[config.mk]
export PLATFORM = sky130hd
export DESIGN_NAME = usb_midi_packet_decoder_core
export DESIGN_NICKNAME = d
export VERILOG_FILES = /design/src/usbmidi_pkg.sv /design/src/usbmidi_ram.sv /design/src/usbmidi_front.sv /design/src/usbmidi_queue.sv /design/src/usbmidi_back.sv /design/src/usb_midi_packet_decoder_core.sv
export SDC_FILE = /design/constraint.sdc
export NUM_CORES = 1
export LEC_CHECK = 0
export ABC_AREA = 1
export CORE_AREA = 3 3 357 359
export DETAILED_ROUTE_END_ITERATION = 10
export DIE_AREA = 0 0 360 362
export DONT_BUFFER_PORTS = 1
export GPL_TIMING_DRIVEN = 0
export PLACE_DENSITY = 0.44
export SYNTH_ARGS = -nofsm -noshare
export SYNTH_HDL_FRONTEND = slang
export SYNTH_SLANG_ARGS = --single-unit
export TNS_END_PERCENT = 20
[constraint.sdc]
create_clock -name i_clk -period 5.1 [get_ports i_clk]
set_input_delay 0.51 -clock i_clk [delete_from_list [all_inputs] [get_ports i_clk]]
set_output_delay 0.51 -clock i_clk [all_outputs]
set_load 0.03 [all_outputs]
[src/usbmidi_pkg.sv]
package usbmidi_pkg;

    // Width of the SysEx fill index and message length.
    localparam int FILL_W = 7;
    // Depth of the queue between the front and back parts.
    localparam int QUEUE_DEPTH = 4;
    localparam int QPTR_W = $clog2(QUEUE_DEPTH);

    localparam logic [7:0] NIBBLE_MASK = 8'h0F;
    localparam logic [7:0] SYSEX_END_BYTE = 8'hF7;

    // Code index numbers.
    localparam logic [3:0] CODE_SYS_COMMON2 = 4'h2;
    localparam logic [3:0] CODE_SYS_COMMON3 = 4'h3;
    localparam logic [3:0] CODE_SYSEX_START = 4'h4;
    localparam logic [3:0] CODE_SYSEX_END1 = 4'h5;
    localparam logic [3:0] CODE_SYSEX_END2 = 4'h6;
    localparam logic [3:0] CODE_SYSEX_END3 = 4'h7;
    localparam logic [3:0] CODE_NOTE_RELEASE = 4'h8;
    localparam logic [3:0] CODE_NOTE_START = 4'h9;
    localparam logic [3:0] CODE_CTRL_CHANGE = 4'hB;
    localparam logic [3:0] CODE_PROG_CHANGE = 4'hC;
    localparam logic [3:0] CODE_AFTERTOUCH = 4'hD;
    localparam logic [3:0] CODE_BEND_WHEEL = 4'hE;
    localparam logic [3:0] CODE_ONE_BYTE = 4'hF;

    typedef enum logic [3:0] {
        KIND_NOTE_ON     = 4'd0,
        KIND_NOTE_OFF    = 4'd1,
        KIND_CC          = 4'd2,
        KIND_PROGRAM     = 4'd3,
        KIND_BEND        = 4'd4,
        KIND_PRESSURE    = 4'd5,
        KIND_SYS_COMMON  = 4'd6,
        KIND_SINGLE_BYTE = 4'd7,
        KIND_SYSEX_BYTE  = 4'd8,
        KIND_OVERFLOW    = 4'd9,
        KIND_UNSUPPORTED = 4'd10
    } t_kind;

    // What the back part does with a queued packet.
    typedef enum logic [1:0] {
        OP_EMIT   = 2'd0,
        OP_APPEND = 2'd1,
        OP_END    = 2'd2
    } t_op;

    typedef enum logic [1:0] {
        ST_IDLE   = 2'd0,
        ST_APPEND = 2'd1,
        ST_READ   = 2'd2,
        ST_EMIT   = 2'd3
    } t_back_state;

    typedef struct packed {
        logic [7:0] packet_header;
        logic [7:0] byte0;
        logic [7:0] byte1;
        logic [7:0] byte2;
    } t_in_req;

    typedef struct packed {
        logic [3:0]        event_kind;
        logic [4:0]        channel_number;
        logic [7:0]        out_status;
        logic [7:0]        out_data1;
        logic [7:0]        out_data2;
        logic [7:0]        sysex_byte;
        logic [FILL_W-1:0] message_length;
        logic              last_of_run;
    } t_out_req;

    // A classified packet as it travels through the queue.
    typedef struct packed {
        t_op        op;
        t_kind      kind;
        logic [1:0] nbytes;
        logic [7:0] byte0;
        logic [7:0] byte1;
        logic [7:0] byte2;
    } t_cmd;

    // Builds one result request from a classified packet.
    function automatic t_out_req make_result(t_kind kind, t_cmd cmd, logic [7:0] sx,
                                             logic [FILL_W-1:0] len, logic last);
        t_out_req r;
        r.event_kind     = kind;
        r.channel_number = {1'b0, cmd.byte0[3:0] & NIBBLE_MASK[3:0]} + 5'd1;
        r.out_status     = cmd.byte0;
        r.out_data1      = cmd.byte1;
        r.out_data2      = cmd.byte2;
        r.sysex_byte     = sx;
        r.message_length = len;
        r.last_of_run    = last;
        return r;
    endfunction

endpackage

[src/usbmidi_ram.sv]
module usbmidi_ram #(
    parameter int WIDTH = 8,
    parameter int DEPTH = 64
) (
    input  logic                     i_clk,
    input  logic                     i_we,
    input  logic [$clog2(DEPTH)-1:0] i_waddr,
    input  logic [WIDTH-1:0]         i_wdata,
    input  logic [$clog2(DEPTH)-1:0] i_raddr,
    output logic [WIDTH-1:0]         o_rdata
);

    logic [WIDTH-1:0] r_mem [DEPTH];
    logic [WIDTH-1:0] r_rdata;

    // One write port and one registered read port.
    always_ff @(posedge i_clk) begin
        if (i_we) begin
            r_mem[i_waddr] <= i_wdata;
        end
        r_rdata <= r_mem[i_raddr];
    end

    assign o_rdata = r_rdata;

endmodule

[src/usbmidi_front.sv]
module usbmidi_front (
    input  logic                   i_clk,
    input  logic                   i_rst_n,
    input  logic                   i_in_valid,
    output logic                   o_in_stall,
    input  usbmidi_pkg::t_in_req   i_in,
    output logic                   o_q_push,
    output usbmidi_pkg::t_cmd      o_q_cmd,
    input  logic                   i_q_full
);

    import usbmidi_pkg::*;

    logic r_valid;
    logic n_valid;
    t_cmd r_cmd;
    t_cmd n_cmd;
    t_cmd cls;
    logic load;

    // Decode the code index number into an operation and a result kind.
    always_comb begin
        cls.op     = OP_EMIT;
        cls.kind   = KIND_UNSUPPORTED;
        cls.nbytes = 2'd0;
        cls.byte0  = i_in.byte0;
        cls.byte1  = i_in.byte1;
        cls.byte2  = i_in.byte2;
        case (i_in.packet_header[3:0] & NIBBLE_MASK[3:0])
            CODE_NOTE_START:   cls.kind = KIND_NOTE_ON;
            CODE_NOTE_RELEASE: cls.kind = KIND_NOTE_OFF;
            CODE_CTRL_CHANGE:  cls.kind = KIND_CC;
            CODE_PROG_CHANGE:  cls.kind = KIND_PROGRAM;
            CODE_BEND_WHEEL:   cls.kind = KIND_BEND;
            CODE_AFTERTOUCH:   cls.kind = KIND_PRESSURE;
            CODE_SYS_COMMON2:  cls.kind = KIND_SYS_COMMON;
            CODE_SYS_COMMON3:  cls.kind = KIND_SYS_COMMON;
            CODE_ONE_BYTE:     cls.kind = KIND_SINGLE_BYTE;
            CODE_SYSEX_START: begin
                cls.op     = OP_APPEND;
                cls.nbytes = 2'd3;
            end
            CODE_SYSEX_END3: begin
                cls.op     = OP_END;
                cls.nbytes = 2'd3;
            end
            CODE_SYSEX_END2: begin
                cls.op     = OP_END;
                cls.nbytes = 2'd2;
            end
            CODE_SYSEX_END1: begin
                // A one-byte packet that is not an end of exclusive is system common.
                if (i_in.byte0 != SYSEX_END_BYTE) begin
                    cls.kind = KIND_SYS_COMMON;
                end else begin
                    cls.op     = OP_END;
                    cls.nbytes = 2'd1;
                end
            end
            default: cls.kind = KIND_UNSUPPORTED;
        endcase
    end

    // One holding register in front of the queue.
    assign o_in_stall = r_valid && i_q_full;
    assign load       = i_in_valid && !o_in_stall;
    assign o_q_push   = r_valid && !i_q_full;
    assign o_q_cmd    = r_cmd;

    always_comb begin
        n_valid = r_valid;
        n_cmd   = r_cmd;
        if (load) begin
            n_valid = 1'b1;
            n_cmd   = cls;
        end else if (o_q_push) begin
            n_valid = 1'b0;
        end
    end

    always_ff @(posedge i_clk) begin
        if (!i_rst_n) begin
            r_valid <= 1'b0;
        end else begin
            r_valid <= n_valid;
        end
        r_cmd <= n_cmd;
    end

endmodule

[src/usbmidi_queue.sv]
module usbmidi_queue (
    input  logic              i_clk,
    input  logic              i_rst_n,
    input  logic              i_push,
    input  usbmidi_pkg::t_cmd i_cmd,
    output logic              o_full,
    input  logic              i_pop,
    output logic              o_valid,
    output usbmidi_pkg::t_cmd o_cmd
);

    import usbmidi_pkg::*;

    t_cmd              r_slot [QUEUE_DEPTH];
    logic [QPTR_W-1:0] r_wptr;
    logic [QPTR_W-1:0] n_wptr;
    logic [QPTR_W-1:0] r_rptr;
    logic [QPTR_W-1:0] n_rptr;
    logic [QPTR_W:0]   r_count;
    logic [QPTR_W:0]   n_count;
    logic              do_push;
    logic              do_pop;

    assign o_full  = (r_count == (QPTR_W + 1)'(QUEUE_DEPTH));
    assign o_valid = (r_count != '0);
    assign o_cmd   = r_slot[r_rptr];
    assign do_push = i_push && !o_full;
    assign do_pop  = i_pop && o_valid;

    // Pointer and occupancy update.
    always_comb begin
        n_wptr  = do_push ? r_wptr + 1'b1 : r_wptr;
        n_rptr  = do_pop ? r_rptr + 1'b1 : r_rptr;
        n_count = r_count;
        if (do_push && !do_pop) begin
            n_count = r_count + 1'b1;
        end else if (do_pop && !do_push) begin
            n_count = r_count - 1'b1;
        end
    end

    always_ff @(posedge i_clk) begin
        if (!i_rst_n) begin
            r_wptr  <= '0;
            r_rptr  <= '0;
            r_count <= '0;
        end else begin
            r_wptr  <= n_wptr;
            r_rptr  <= n_rptr;
            r_count <= n_count;
        end
        if (do_push) begin
            r_slot[r_wptr] <= i_cmd;
        end
    end

endmodule

[src/usbmidi_back.sv]
module usbmidi_back #(
    parameter int SYSEX_MAX = 64
) (
    input  logic                  i_clk,
    input  logic                  i_rst_n,
    input  logic                  i_q_valid,
    input  usbmidi_pkg::t_cmd     i_q_cmd,
    output logic                  o_q_pop,
    output logic                  o_out_valid,
    input  logic                  i_out_stall,
    output usbmidi_pkg::t_out_req o_out
);

    import usbmidi_pkg::*;

    localparam int AW = $clog2(SYSEX_MAX);
    localparam logic [FILL_W-1:0] ROOM_APPEND = FILL_W'(SYSEX_MAX - 4);
    localparam logic [FILL_W-1:0] ROOM_END = FILL_W'(SYSEX_MAX - 1);

    t_back_state       r_state;
    t_back_state       n_state;
    logic [FILL_W-1:0] r_fill;
    logic [FILL_W-1:0] n_fill;
    logic [FILL_W-1:0] r_rd_idx;
    logic [FILL_W-1:0] n_rd_idx;
    logic [1:0]        r_cnt;
    logic [1:0]        n_cnt;
    t_cmd              r_cmd;
    t_cmd              n_cmd;
    logic              r_out_valid;
    logic              n_out_valid;
    t_out_req          r_out;
    t_out_req          n_out;

    logic              out_free;
    logic              room_append;
    logic              room_end;
    logic              drain_last;
    logic              ram_we;
    logic [7:0]        ram_wdata;
    logic [7:0]        ram_rdata;

    assign out_free    = !r_out_valid || !i_out_stall;
    assign room_append = r_fill < ROOM_APPEND;
    assign room_end    = r_fill < (ROOM_END - FILL_W'(i_q_cmd.nbytes));
    assign drain_last  = (r_rd_idx + 1'b1) == r_fill;

    // SysEx byte store.
    usbmidi_ram #(
        .WIDTH(8),
        .DEPTH(SYSEX_MAX)
    ) u_store (
        .i_clk   (i_clk),
        .i_we    (ram_we),
        .i_waddr (r_fill[AW-1:0]),
        .i_wdata (ram_wdata),
        .i_raddr (r_rd_idx[AW-1:0]),
        .o_rdata (ram_rdata)
    );

    // Byte of the packet being appended.
    always_comb begin
        case (r_cnt)
            2'd0:    ram_wdata = r_cmd.byte0;
            2'd1:    ram_wdata = r_cmd.byte1;
            default: ram_wdata = r_cmd.byte2;
        endcase
    end

    // Next state.
    always_comb begin
        n_state = r_state;
        case (r_state)
            ST_IDLE: begin
                if (i_q_valid) begin
                    if (i_q_cmd.op == OP_APPEND && room_append) begin
                        n_state = ST_APPEND;
                    end else if (i_q_cmd.op == OP_END && room_end) begin
                        n_state = ST_APPEND;
                    end
                end
            end
            ST_APPEND: begin
                if (r_cnt == r_cmd.nbytes - 2'd1) begin
                    n_state = (r_cmd.op == OP_END) ? ST_READ : ST_IDLE;
                end
            end
            ST_READ: n_state = ST_EMIT;
            ST_EMIT: begin
                if (out_free) begin
                    n_state = drain_last ? ST_IDLE : ST_READ;
                end
            end
            default: n_state = ST_IDLE;
        endcase
    end

    // Datapath, queue pop, store write and result register.
    always_comb begin
        n_fill      = r_fill;
        n_rd_idx    = r_rd_idx;
        n_cnt       = r_cnt;
        n_cmd       = r_cmd;
        n_out_valid = r_out_valid && i_out_stall;
        n_out       = r_out;
        o_q_pop     = 1'b0;
        ram_we      = 1'b0;
        case (r_state)
            ST_IDLE: begin
                if (i_q_valid) begin
                    case (i_q_cmd.op)
                        OP_APPEND: begin
                            // A start or continue packet without room is dropped.
                            o_q_pop = 1'b1;
                            n_cmd   = i_q_cmd;
                            n_cnt   = 2'd0;
                        end
                        OP_END: begin
                            if (room_end) begin
                                o_q_pop = 1'b1;
                                n_cmd   = i_q_cmd;
                                n_cnt   = 2'd0;
                            end else if (out_free) begin
                                o_q_pop     = 1'b1;
                                n_fill      = '0;
                                n_out_valid = 1'b1;
                                n_out       = make_result(KIND_OVERFLOW, i_q_cmd, 8'd0,
                                                          '0, 1'b1);
                            end
                        end
                        default: begin
                            if (out_free) begin
                                o_q_pop     = 1'b1;
                                n_out_valid = 1'b1;
                                n_out       = make_result(i_q_cmd.kind, i_q_cmd, 8'd0,
                                                          '0, 1'b1);
                            end
                        end
                    endcase
                end
            end
            ST_APPEND: begin
                ram_we   = 1'b1;
                n_fill   = r_fill + 1'b1;
                n_cnt    = r_cnt + 2'd1;
                n_rd_idx = '0;
            end
            ST_READ: begin
                // Store read is in flight.
            end
            ST_EMIT: begin
                if (out_free) begin
                    n_out_valid = 1'b1;
                    n_out       = make_result(KIND_SYSEX_BYTE, r_cmd, ram_rdata, r_fill,
                                              drain_last);
                    if (drain_last) begin
                        n_fill = '0;
                    end else begin
                        n_rd_idx = r_rd_idx + 1'b1;
                    end
                end
            end
            default: begin
            end
        endcase
    end

    always_ff @(posedge i_clk) begin
        if (!i_rst_n) begin
            r_state     <= ST_IDLE;
            r_fill      <= '0;
            r_out_valid <= 1'b0;
        end else begin
            r_state     <= n_state;
            r_fill      <= n_fill;
            r_out_valid <= n_out_valid;
        end
        r_rd_idx <= n_rd_idx;
        r_cnt    <= n_cnt;
        r_cmd    <= n_cmd;
        r_out    <= n_out;
    end

    assign o_out_valid = r_out_valid;
    assign o_out       = r_out;

endmodule

[src/usb_midi_packet_decoder_core.sv]
// USB-MIDI event packet decoder.
// Input channel: i_in_valid / o_in_stall carry one 4-byte event packet per request
// (header with cable number and code index number, then three MIDI bytes).
// Output channel: o_out_valid / i_out_stall carry one result request: event kind,
// channel 1..16, the raw MIDI bytes and, for SysEx, one message byte with length.
// A front stage classifies packets into a four-entry queue; the back sequencer
// owns the SysEx store (one write and one registered read port) and the output
// register, so the front keeps taking packets while the back is busy.
// A single-result packet passes the front holding register and the queue to the
// output register; such packets sustain one per cycle while i_out_stall is low.
// SysEx start/continue: the back pops the packet, then makes three store writes.
// SysEx end with n bytes: the back pops it, makes n store writes, then for each
// message byte reads the store (ST_READ) and emits the byte (ST_EMIT); it takes
// no new packet from the queue until the whole message is out.
// Reset clears the fill index, the queue and all valid flags; the store holds
// garbage until written and needs no clearing pass.
// While the receiver stalls, the output request holds; the back stops once it has
// a result to emit, the queue fills and then o_in_stall rises.
module usb_midi_packet_decoder_core #(
    parameter int SYSEX_MAX = 64
) (
    input  logic                  i_clk,
    input  logic                  i_rst_n,
    input  logic                  i_in_valid,
    output logic                  o_in_stall,
    input  usbmidi_pkg::t_in_req  i_in,
    output logic                  o_out_valid,
    input  logic                  i_out_stall,
    output usbmidi_pkg::t_out_req o_out
);

    import usbmidi_pkg::*;

    logic q_push;
    logic q_full;
    logic q_pop;
    logic q_valid;
    t_cmd q_in_cmd;
    t_cmd q_out_cmd;

    usbmidi_front u_front (
        .i_clk      (i_clk),
        .i_rst_n    (i_rst_n),
        .i_in_valid (i_in_valid),
        .o_in_stall (o_in_stall),
        .i_in       (i_in),
        .o_q_push   (q_push),
        .o_q_cmd    (q_in_cmd),
        .i_q_full   (q_full)
    );

    usbmidi_queue u_queue (
        .i_clk   (i_clk),
        .i_rst_n (i_rst_n),
        .i_push  (q_push),
        .i_cmd   (q_in_cmd),
        .o_full  (q_full),
        .i_pop   (q_pop),
        .o_valid (q_valid),
        .o_cmd   (q_out_cmd)
    );

    usbmidi_back #(
        .SYSEX_MAX(SYSEX_MAX)
    ) u_back (
        .i_clk       (i_clk),
        .i_rst_n     (i_rst_n),
        .i_q_valid   (q_valid),
        .i_q_cmd     (q_out_cmd),
        .o_q_pop     (q_pop),
        .o_out_valid (o_out_valid),
        .i_out_stall (i_out_stall),
        .o_out       (o_out)
    );

    // Every result carries the channel taken from the status byte.
    a_channel: assert property (@(posedge i_clk) disable iff (!i_rst_n)
        o_out_valid |-> o_out.channel_number == {1'b0, o_out.out_status[3:0]} + 5'd1)
        else $error("channel number does not match status byte");

    // Only SysEx byte results carry a message byte and length.
    a_sysex_fields: assert property (@(posedge i_clk) disable iff (!i_rst_n)
        o_out_valid && o_out.event_kind != KIND_SYSEX_BYTE |->
            o_out.sysex_byte == 8'd0 && o_out.message_length == '0 && o_out.last_of_run)
        else $error("non-SysEx result with SysEx fields set");

    // A SysEx byte result has a nonzero length that fits the store.
    a_sysex_len: assert property (@(posedge i_clk) disable iff (!i_rst_n)
        o_out_valid && o_out.event_kind == KIND_SYSEX_BYTE |->
            o_out.message_length != '0 && o_out.message_length <= FILL_W'(SYSEX_MAX - 2))
        else $error("SysEx message length out of range");

endmodule

# Word-level counts from Yosys, hierarchy flattened
# Memories as Yosys holds them, arrays and structs flattened. A register that Yosys moved wholly into a read port is not among the register bits.
# Index checks and enable logic that the tools add are counted.
# totals
regBits	136
ram_bits	640
in_bits	36
out_inout_bits	51
elab_cells	176
memories	2
# classes
n_addsub	11
magnitude_cmp	2
eq_ne	38
n_mux	59
reduce_logical	36
# memory_table
memory	words	word_bits	rd	rd_clocked_by_memory_dff	write_ports	line	text
u_back.u_store.r_mem	64	8	1	1	1	usbmidi_ram.sv:13	logic [WIDTH-1:0] r_mem [DEPTH];
u_queue.r_slot	4	32	1	1	1	usbmidi_queue.sv:14	t_cmd r_slot [QUEUE_DEPTH];
# ops
op	n
49-bit 2-to-1 mux	5
49-bit case mux with 2 select lines	2
32-bit case mux with 2 select lines	1
7-bit 2-to-1 mux	8
4-bit case mux with 9 select lines	1
32-bit 2-to-1 mux	1
4-bit == test (second input constant)	7
2-bit 2-to-1 mux	12
7-bit case mux with 3 select lines	1
4-bit by 3-bit == test with 1-bit output (second input constant)	4
8-bit case mux with 2 select lines	1
1-bit 2-to-1 mux	15
7-bit by 1-bit adder with 7-bit output (second input constant)	2
7-bit case mux with 2 select lines	1
2-bit by 1-bit inequality test with 1-bit output (second input constant)	6
2-bit case mux with 3 select lines	2
4-bit AND reduction	3
2-bit nonzero test	6
4-bit by 1-bit adder with 5-bit output (second input constant)	2
1-bit logical AND	10
2-bit == test (second input constant)	4
4-bit by 2-bit == test with 1-bit output (second input constant)	2
2-bit inequality test (second input constant)	4
8-bit inequality test (second input constant)	1
other kinds (27)	45

# Longest topological paths before layout
# Gate-level depths: netlist of the first run.
# depth
ltp_word	11
mapped_depth	20
mapped_depth_nobuf	19

# Cells and area by module
# A second synthesis of the first run with hierarchy kept.
# hier_totals
cells_unflattened	2717
hier_area_um2	32242.2
# modules_own_cells
mod	n_inst	cells_per_inst	area_each_um2
usbmidi_ram	1	1805	21339.2
usbmidi_queue	1	378	5266.3
usbmidi_back	1	450	4439.3
usbmidi_front	1	84	1197.4

# Worst setup path after synthesis of the first run
# No wires, ideal clock.
# synth_path
path_kind	flip-flop to flip-flop
start	register u_back.r_cnt[1]
end	memory u_back.u_store.r_mem[0][0] (data pin)
t_arrival_ns	3.237
required_ns	4.398
slack_ns	1.161
stages_incl_launch_ff	5
cell_sequence	edfxtp_1 -> inv_1 -> ha_1 -> inv_1 -> o21ai_0
# synth_between
elab_chain_len	2
word_cells_on_any_way	3
# synth_rtl
item	line	text
start: declaration	usbmidi_back.sv:26	logic [1:0] r_cnt;
start signal: assignment	usbmidi_back.sv:179	r_cnt <= n_cnt;
2-bit by 1-bit == test with 1-bit output / 2-bit logical NOT (equally long branches)	usbmidi_back.sv:63	case (r_cnt)
8-bit case mux with 2 select lines *	usbmidi_back.sv:63	
named net u_back.ram_wdata[0]	usbmidi_back.sv:40	logic [7:0] ram_wdata;
end: declaration	usbmidi_ram.sv:13	
# The timed path passes the listed nets; every way through them passes the cells marked *.

==> results of run 1 <==
## cell type report
class	count	share of cell area
clock inverters	46	0.01411
inverters	129	0.01316
well taps	1637	0.05565
flip-flops and latches	786	0.6336
clock buffers	108	0.06129
plain buffers	137	0.01604
multi-input cells	1343	0.1866
repair buffers	47	0.01955
## power by group
group	leakage [uW]	switching [uW]	total, uW	internal [uW]
clock	0.00133	2630	6230	3600
combinational	0.00374	4000	5340	1330
sequential	0.00713	650	9500	8850
## synth_stat cells, drive strengths merged
master	instances
a211oi	18
a21oi	74
a22oi	8
a31oi	3
a32oi	2
buf	58
clkbuf	79
clkinv	4
dfxtp	28
edfxtp	758
fa	1
ha	17
inv	125
mux2i	2
nand2	344
nand3	97
nand3b	1
nand4	3
nor2	319
nor3	7
o211ai	16
o21ai	244
o21bai	4
o221ai	89
o22ai	82
o31ai	1
or2	1
or4	1
xnor2	2
xor2	7
## registers in the layout (all words and copies together) (netlist names), named ones only
signal / count
u_back.o_out: 49
u_back.o_out_valid: 1
u_back.r_cmd: 28
u_back.r_cnt: 2
u_back.r_fill: 7
u_back.r_rd_idx: 7
u_back.r_state: 2
u_back.u_store.o_rdata: 8
u_back.u_store.r_mem: 512
u_front.o_q_cmd: 32
u_front.r_valid: 1
u_queue.r_count: 3
u_queue.r_rptr: 2
u_queue.r_slot: 128
u_queue.r_wptr: 2
## logic make-up after synthesis
family          count (synthesis)
compound gates                541
xor+xnor                        9
fa+ha+maj                      18
buf+inv                       266
flops                         786
mux                             2
simple gates                  773
## stage by stage
step | power (uW) | setup WS (ns) | instances | setup TNS, ns
after floorplan | 12190 | 1.161 | 2395 | 0
after detailed placement | 14990 | 1.103 | 4054 | 0
after global routing | 21900 | 0.7511 | 4233 | 0
after global placement | 14350 | -4.129 | 4032 | -1821.41
after CTS | 21240 | 1.100 | 4233 | 0
final | 21070 | 1.195 | 4233 | 0
## per-layer routing
| layer | share of wire | track usage |
|---|---|---|
| met2 | 0.46 | 0.2449 |
| met3 | 0.058 | 0.02462 |
| met4 | 0.026 | 0.04351 |
| met5 | 0 | 0 |
| met1 | 0.46 | 0.2148 |
## what timing repair did
action	4_1_cts	5_1_grt
endpoints found under the setup margin	0	0
endpoints found under the hold margin	25	0
hold buffers	25	0
## worst reg2reg max path, stage by stage (launching register included)
cell and delay (ns):
dfxtp_1 0.34, inv_1 0.20, clkbuf_1 0.44, clkbuf_1 0.50
o21ai_0 0.18, o22ai_1 0.25, ha_1 0.28, nand2_1 0.06
nand2_1 0.05, nand2_1 0.10, nand3_1 0.13, o211ai_1 0.16
nand2_1 0.17, ha_1 0.22, inv_1 0.09, fa_1 0.40
o21ai_0 0.16, a21oi_1 0.05
## worst paths after layout
check | startpoint | depth (start not counted) | end | slack [ns]
setup / recovery | flop | 17 | u_queue.r_count[1] | 1.20
setup reg to reg | flop | 17 | u_queue.r_count[1] | 1.20
hold / removal | i_in[24] | 1 | u_front.o_q_cmd[26] | 0.08
hold reg to reg | u_back.u_store.o_rdata[6] | 2 | u_back.o_out[14] | 0.49
==> impl_results.md, run 1 <==
* Status: complete, but fails checks
* Failing checks: capacitance limit
* HPWL after detailed placement at 68.71 mm
* Vias in the first global route at 19.51k
* Nets at 2,584
* Mapped Cells at 2,395
* Die area at 130,300 sq um
* GRT Overall Usage at 0.1531
* Slew HR at 0.01005
* WL/cell at 24.13 microns
* Slowest CP cell: clkbuf_1
* #FFs+latches synth at 786
* Worst-Skew Late Latency at 0.66 ns
* Worst-path clk slew at 0.06 ns
* CTS H-tree lvls at 3
* Critical Path AT at 4.43 ns
* Syn_area_per_cell at 13.00 sq um
* XOR/XNOR share of the synthesized area at 0.002532
* DP Area at 33,780 sq um
* Synth Area in Simple Gates at 0.1002
* Largest net degree at the start of global routing at 38
* Root buf cell: clkbuf_16
* DR vias at 20.05k
* Chip Height at 362 microns
* RSZ-0062 raised after global routing: false
* Seq/Total Area, Yosys at 0.7491
* DRT Pass-1 Iters at 5
* I/O Buffers at 0
* Top delay family on crit path: buffers and inverters
* Adder-cell area share of the yosys netlist at 0.007475
* N_diodes at 0
* Max IR drop VDD at 0.0003793 V
* Req. time, crit path at 5.63 ns
* Synth Area in Compound Gates at 0.1055
* Clock buffers created by TritonCTS at 86
* Final slew viol count at 0
* Pwr Density at 572.4 nW/um^2
* Mux cell area share after synthesis at 0.0006430
* Initial antenna violation count at 2
* # resized after CTS at 0
* Die W at 360 microns
* Crit start category: flop
* First-pass GRT wire length at 145.2 mm
* CP dominant cell by count: nand2_1
* Cell Chain, Critical Path: inv_1 -> clkbuf_1 -> clkbuf_1 -> o21ai_0 -> o22ai_1 -> ha_1 -> nand2_1 -> nand2_1 -> nand2_1 -> nand3_1 -> o211ai_1 -> nand2_1 -> ha_1 -> inv_1 -> fa_1 -> o21ai_0 -> a21oi_1
* Most common cell after layout, fill and taps aside: edfxtp_1
* Minimum clock period at 3.905 ns
* Most frequent cells in the layout: edfxtp_1, nand2_1, nor2_1, o21ai_0, inv_1
* Final wirelength at 102.2 mm
* FMAX at 256.1 MHz
* Drc violations at 0
* Routed Antenna Nets at 0
* Post-route cell area at 36,810 sq um
* WHS at 0.07696 ns
* Post-CTS setup buffer count at 0
* Max Cap Viol at 1
* Register area at 23,320 sq um
* Vias per cell at 4.737
* Overflow after GRT at 0
* CP Buf/Inv Count at 4
* Fillers at 12.53k
* Syn. warnings at 0
* IO Pins at 87
* Leakage at 0.01220 uW
* CTS sink cnt at 786
* Final Cycle Share at 0.7656
* Core Box Area at 124,100 sq um
* Mapped Nets at 2,449
* Starting DRT DRC Count at 1,959
* Clock tree buffer depth at 3
* Worst-Margin Slew at 1.479 ns
* Largest family of logic cells by synthesized area: compound AO/OA/AOI/OAI gates
* Share of layout cells above drive strength 1 at 0.08475
* Initial Utilization at 0.2508
* Setup Skew at 0.03000 ns
* WS Path Type: reg2reg
* Post-synth top area cell: edfxtp_1
* Final Setup Violations at 0
* Fin. Hold Viols at 0
* Multi-input logic area at 6868 sq um
* P&R area growth vs syn at 18.23%
* Site Rows at 129
* Endpoint class of the critical path: flop
* HP Class: in2reg
* Yosys cell types at 40
* Synth top area cells: edfxtp_1, nand2_1, nor2_1, o21ai_0, o221ai_1
* Mapped Area at 31,130 sq um
* Synth top area share at 0.7311
* Crit Path Max Fanout at 10
* Critical Path Max Stage Delay at 0.50 ns
* Final core utilization at 0.2965
* CTS tree: yes
* Gpl congestion at 0.9028
No activity file was read; power rests on OpenSTA's default activity.
==> run 2, diff against run 1 <==
- PLACE_DENSITY: 0.44 -> 0.45
- clock period: 5.1 -> 3.25 ns (I/O delays scaled with it)
==> impl_results.md, run 2 (synthesis gave the netlist of run 1 again) <==
* Setup Skew at 0.02356 ns
* Worst-path clk slew at 0.06 ns
* Biggest register: u_back.u_store.r_mem
* DRT Pass-1 Iters at 6
* Register area at 23,330 sq um
* Chip Height at 362 microns
* Vias in the first global route at 19.58k
* Most common cell after layout, fill and taps aside: edfxtp_1
* Pwr Density at 880.8 nW/um^2
* GRT Overall Usage at 0.1495
* DP Area at 33,710 sq um
* Clock buffers created by TritonCTS at 86
* Routed Antenna Nets at 0
* Final wirelength at 99.93 mm
* Fin. Hold Viols at 0
* Overflow after GRT at 0
* Slowest CP cell: edfxtp_1
* Root buf cell: clkbuf_16
* Minimum clock period at 3.144 ns
* Endpoint class of the critical path: flop
* Final slew viol count at 0
* Final Cycle Share at 0.9674
* Nets at 2,586
* Crit Path Max Fanout at 10
* Crit start category: flop
* Die area at 130,300 sq um
* Worst-Skew Late Latency at 0.65 ns
* Vias per cell at 4.719
* CTS tree: yes
* Worst-Margin Slew at 1.397 ns
* Leakage at 0.01218 uW
* Gpl congestion at 0.8937
* Share of layout cells above drive strength 1 at 0.09238
* Initial antenna violation count at 4
* Cell Chain, Critical Path: inv_1 -> buf_2 -> buf_2 -> buf_2 -> a21oi_1 -> o21ai_1 -> nand2_1 -> nand3_1 -> nand3_1 -> nand2_1
* HP Class: in2reg
* WS Path Type: reg2reg
* Status: complete, no violations
* Largest net degree at the start of global routing at 37
* Slew HR at 0.06541
* Final Setup Violations at 0
* Setup slack after layout at 0.1059 ns
* Initial Utilization at 0.2508
* Site Rows at 129
* Top Registers: u_back.u_store.r_mem: 512 flops, u_queue.r_slot: 128 flops, u_back.o_out: 49 flops
* Starting DRT DRC Count at 2,438
* Post-route insts no fill at 4,235
* FMAX at 318.1 MHz
* Most frequent cells in the layout: edfxtp_1, nand2_1, nor2_1, o21ai_0, inv_1
* First-pass GRT wire length at 141.4 mm
* Max FFs per register at 512
* WL/cell at 23.60 microns
* HPWL after detailed placement at 67.22 mm
* Placed Cells at 4,051
* Placement Setup Slack at -0.8477 ns
* CTS H-tree lvls at 3
* Post-route cell area at 36,710 sq um
* N_diodes at 0
* IO Pins at 87
* Final core utilization at 0.2957
* Clock tree buffer depth at 3
* Critical Path Max Stage Delay at 0.47 ns
* DR vias at 19.99k
* Critical Path AT at 3.71 ns
* Core Box Area at 124,100 sq um
* Max Cap Viol at 0
* Max IR drop VDD at 0.0005820 V
* Final total power at 32,330 uW
* Req. time, crit path at 3.82 ns
* Die W at 360 microns
* CP dominant cell by count: buf_2
* Drc violations at 0
* Multi-input logic area at 6890 sq um
* CTS sink cnt at 786
* I/O Buffers at 0
* P&R area growth vs syn at 17.91%
* Fillers at 12.55k
==> run 2: cell count changes in the layout (fill, tap and decap cells not counted), sizes merged <==
cell / before / now
bufinv: 9 / 2
clkinv: 37 / 43
dlygate4sd3: 25 / 30
buf: 80 / 83
clkbuf: 187 / 182
==> run 2: layout make-up <==
cell class,instances,area share
sequential,786,0.6355
multi-input combinational,1343,0.1877
clock buffer,109,0.06180
tap,1637,0.05580
timing repair buffer,54,0.02072
buffer,132,0.01670
inverter,129,0.01343
clock inverter,45,0.008351
==> run 2: final timing paths <==
kind / from / endpoint / slack, ns / depth (start not counted)
max: u_back.r_rd_idx[0] / u_back.u_store.o_rdata[0] / 0.11 / 10
min: i_rst_n / u_back.r_fill[5] / 0.04 / 3
max reg2reg: u_back.r_rd_idx[0] / u_back.u_store.o_rdata[0] / 0.11 / 10
min reg2reg: u_front.o_q_cmd[27] / u_queue.r_slot[0][27] / 0.49 / 0
==> run 2: power breakdown <==
part | switching, uW | leakage [uW] | internal (uW)
Sequential | 1040 | 0.00713 | 13900
Clock | 4030 | 0.00127 | 5100
Combinational | 6190 | 0.00378 | 2080
==> run 2: critical path: cells and delay by family (launching register included) <==
family	cells	cell delay, ns
flops	1	0.47
simple gates	4	0.56
compound gates	2	0.48
buf+inv	4	1.54
==> run 2: per-stage QoR <==
stage	hold slack [ns]	TNS (ns)
2_1_floorplan	0.4239	-361.94
3_3_place_gp	0.4239	-2923.17
3_5_place_dp	0.4239	-42.21
4_1_cts	0.01469	0
5_1_grt	0.05438	-0.0002189
6_report	0.04354	0
==> run 2: repair_timing <==
item	CTS	global route
pin swaps	0	2
gates resized for setup	19	12
buffers inserted	1	3
endpoints found under the hold margin	29	0
setup endpoints to repair	86	26
hold buffers	30	0
==> run 2: layer usage <==
metal	up-vias	GRT usage	part of all wire
li1	9066	-	-
met1	10040	0.2049	0.44
met2	715	0.2394	0.46
met3	166	0.02950	0.069
met4	0	0.04570	0.029
met5	-	0	0
==> run 3, diff against run 2 <==
- CORE_AREA: 3 3 357 359 -> 3 3 364 366
- DIE_AREA: 0 0 360 362 -> 0 0 367 369
- SYNTH_HIERARCHICAL: not set -> 1
==> impl_results.md, run 3 <==
* Synth top area share at 0.7060
* Reg-to-reg setup timing slack at -0.23 ns
* Vias per cell at 4.436
* Overflow after GRT at 0
* Top Registers: u_back/u_store/r_mem: 512 flops, u_queue/r_slot: 128 flops, u_back/o_out: 49 flops
* Max Cap Viol at 0
* Seq/Total Area, Yosys at 0.7233
* Worst-Skew Late Latency at 0.66 ns
* Largest net degree at the start of global routing at 33
* Final Setup Violations at 88
* Site Rows at 132
* Share of layout cells above drive strength 1 at 0.1202
* CTS tree: yes
* Clock tree buffer depth at 3
* N_diodes at 0
* Primary FF master, synth: edfxtp_1
* Crit start category: flop
* Syn_area_per_cell at 11.87 sq um
* Mapped Nets at 2,771
* WL/cell at 20.85 microns
* Leakage at 0.01377 uW
* Slew HR at 0.2540
* Clock buffers created by TritonCTS at 87
* Root buf cell: clkbuf_16
* Critical Path AT at 3.76 ns
* Initial antenna violation count at 1
* Core Box Area at 129,500 sq um
* Most common cell after layout, fill and taps aside: nand2_1
* Nets at 2,945
* WS Path Type: reg2reg
* CP Buf/Inv Count at 2
* Status: complete, but fails checks
* Clk pwr share at 0.289
* Final Cycle Share at 1.072
* Minimum clock period at 3.483 ns
* Worst-path clk slew at 0.06 ns
* Max FFs per register at 512
* Combinational Power Share at 0.270
* Slowest CP cell: nor2_2
* Chip Height at 369 microns
* Synth top area cells: edfxtp_1, nand2_1, nand3_1, nor2_1, dfxtp_1
* RSZ-0062 raised after global routing: true
* Setup TNS at -10.57 ns
* Yosys cell types at 45
* Final wirelength at 98.08 mm
* Worst Reg-to-Reg Cells at 5
* GRT Overall Usage at 0.1423
* Final core utilization at 0.2977
* Setup Skew at 0.02465 ns
* Critical Path Max Stage Delay at 1.00 ns
* Top delay family on crit path: simple AND/OR/NAND/NOR gates
* Req. time, crit path at 3.53 ns
* Part of the power in registers at 0.441
* Syn. warnings at 6
* Failing checks: setup timing
* Int Power at 22,380 uW
* Placed Cells at 4,505
* CTS H-tree lvls at 3
* Biggest register: u_back/u_store/r_mem
* Switching share of total power at 0.3460
* Starting DRT DRC Count at 1,845
* IO Pins at 87
* Pwr Density at 887.7 nW/um^2
* Die area at 135,400 sq um
* Max IR drop VDD at 0.0005433 V
* Gpl congestion at 0.8663
* Crit path launch: u_back/r_state[1]
* Asr flop ratio synth at 0
* FMAX at 287.1 MHz
* Setup slack after layout at -0.2328 ns
* DR vias at 20.87k
* Post-route insts no fill at 4,704
* Fin. Hold Viols at 0
* Reg-to-Reg Start: u_back/r_state[1]
* Die W at 367 microns
* Final total power at 34,220 uW
* WHS at 0.04058 ns
* CTS sink cnt at 786
* P&R area growth vs syn at 19.54%
* Drc violations at 0
* Post-synth EDFFs at 758
* Mapped Cells at 2,717
* #FFs+latches synth at 786
* Min-delay src: i_in[21]
* R2R Path End: u_back/u_store/r_mem[28][4]
* P_sw at 11,840 uW
* Post-synth top area cell: edfxtp_1
* Top-count cell post-synth: nand2_1
* First-pass GRT wire length at 142.3 mm
* Worst-Margin Slew at 1.115 ns
* Most frequent cells in the layout: nand2_1, edfxtp_1, nand3_1, nor2_1, inv_1
* I/O Buffers at 0
* Cell Chain, Critical Path: inv_1 -> ha_1 -> clkbuf_1 -> nand4_1 -> nor2_2
* Routed Antenna Nets at 0
* Endpoint class of the critical path: flop
* Synth cell count leaders: nand2_1, edfxtp_1, nand3_1
* Mapped Area at 32,240 sq um
* Vias in the first global route at 20.05k
* DRT Pass-1 Iters at 5
* HPWL after detailed placement at 68.89 mm
* Hold-critical path depth at 5
* Worst Hold Endpoint: u_front/o_q_cmd[28]
* HP Class: in2reg
* Final slew viol count at 0
* Initial Utilization at 0.2490
* Crit Path Max Fanout at 9
[run 3: changes by cell type in the layout (fill, tap and decap cells not counted), sizes merged, moves of 17 or more]
cell    previous run  this run
a211oi            18         1
a21oi             74        16
buf               83       170
clkbuf           182       137
nand2            344       829
nand3             97       463
nor2             319       180
o21ai            244        89
o221ai            89         0
o22ai             82        35
[run 3: power groups by stage]
stage | Sequential [uW] | Combinational, uW | Clock, uW
3_3_place_gp | 14900 | 6880 | 0
6_report | 15100 | 9240 | 9900
5_1_grt | 15200 | 10100 | 10600
3_5_place_dp | 15300 | 9210 | 0
2_1_floorplan | 15400 | 4460 | 0
4_1_cts | 15100 | 9290 | 10200
[run 3: cell type report]
cell class / instances / area [sq um]
Sequential cell: 786 / 23320
Clock inverter: 45 / 540.5
Buffer: 139 / 1011
Clock buffer: 115 / 2313
Multi-Input combinational cell: 1680 / 7749
Inverter: 111 / 432.9
Fill cell: 13380 / 90940
Tap cell: 1742 / 2180
Timing Repair Buffer: 86 / 991.0
[run 3: per-stage QoR]
step / worst slack, ns / area, sq um
4_1_cts: -0.2283 / 38420
3_3_place_gp: -6.398 / 34430
3_5_place_dp: -0.3906 / 35190
2_1_floorplan: -0.7444 / 32250
5_1_grt: -0.2830 / 38540
6_report: -0.2328 / 38540
[run 3: how the worst max path moves through the flow]
stage	endpoint	cells past startpoint
6_report	u_back/u_store/r_mem[28][4]	5
5_1_grt	u_back/u_store/r_mem[38][7]	5
4_1_cts	u_back/u_store/r_mem[62][3]	5
3_5_place_dp	u_back/u_store/r_mem[29][6]	5
3_3_place_gp	u_back/u_store/r_mem[39][4]	4
2_1_floorplan	u_back/u_store/r_mem[0][0]	4
[run 3: cell families (layout without fill, tap and decap cells)]
group | count (synthesis) | count (layout) | share of synthesized area
buffers and inverters | 251 | 496 | 0.04432
adders and majority gates | 18 | 18 | 0.007218
DFF | 786 | 786 | 0.7233
AOI/OAI and AO/OA | 155 | 155 | 0.02654
and+or+nand+nor | 1503 | 1503 | 0.1975
xor gates and xnor gates | 4 | 4 | 0.001087
[run 3: what timing repair did]
| action | in CTS | in global routing |
|---|---|---|
| hold buffers | 33 | 0 |
| pin swaps | 0 | 3 |
| endpoints found under the hold margin | 52 | 0 |
| gates resized for setup | 19 | 25 |
| setup buffers | 0 | 7 |
| setup endpoints to repair | 297 | 289 |
[run 3: routing by layer]
layer / share of wire / up-vias / track usage
met5: 0 / - / 0
met4: 0.020 / 0 / 0.03770
met3: 0.061 / 117 / 0.02708
met2: 0.46 / 611 / 0.2259
met1: 0.46 / 10250 / 0.1990
li1: - / 9884 / -
[run 3: worst register-to-register path, stage by stage, from the launching register on]
cell and delay [ns]:
dfxtp_1 0.34, inv_1 0.09, ha_1 0.32, clkbuf_1 0.43, nand4_1 0.91, nor2_2 1.01
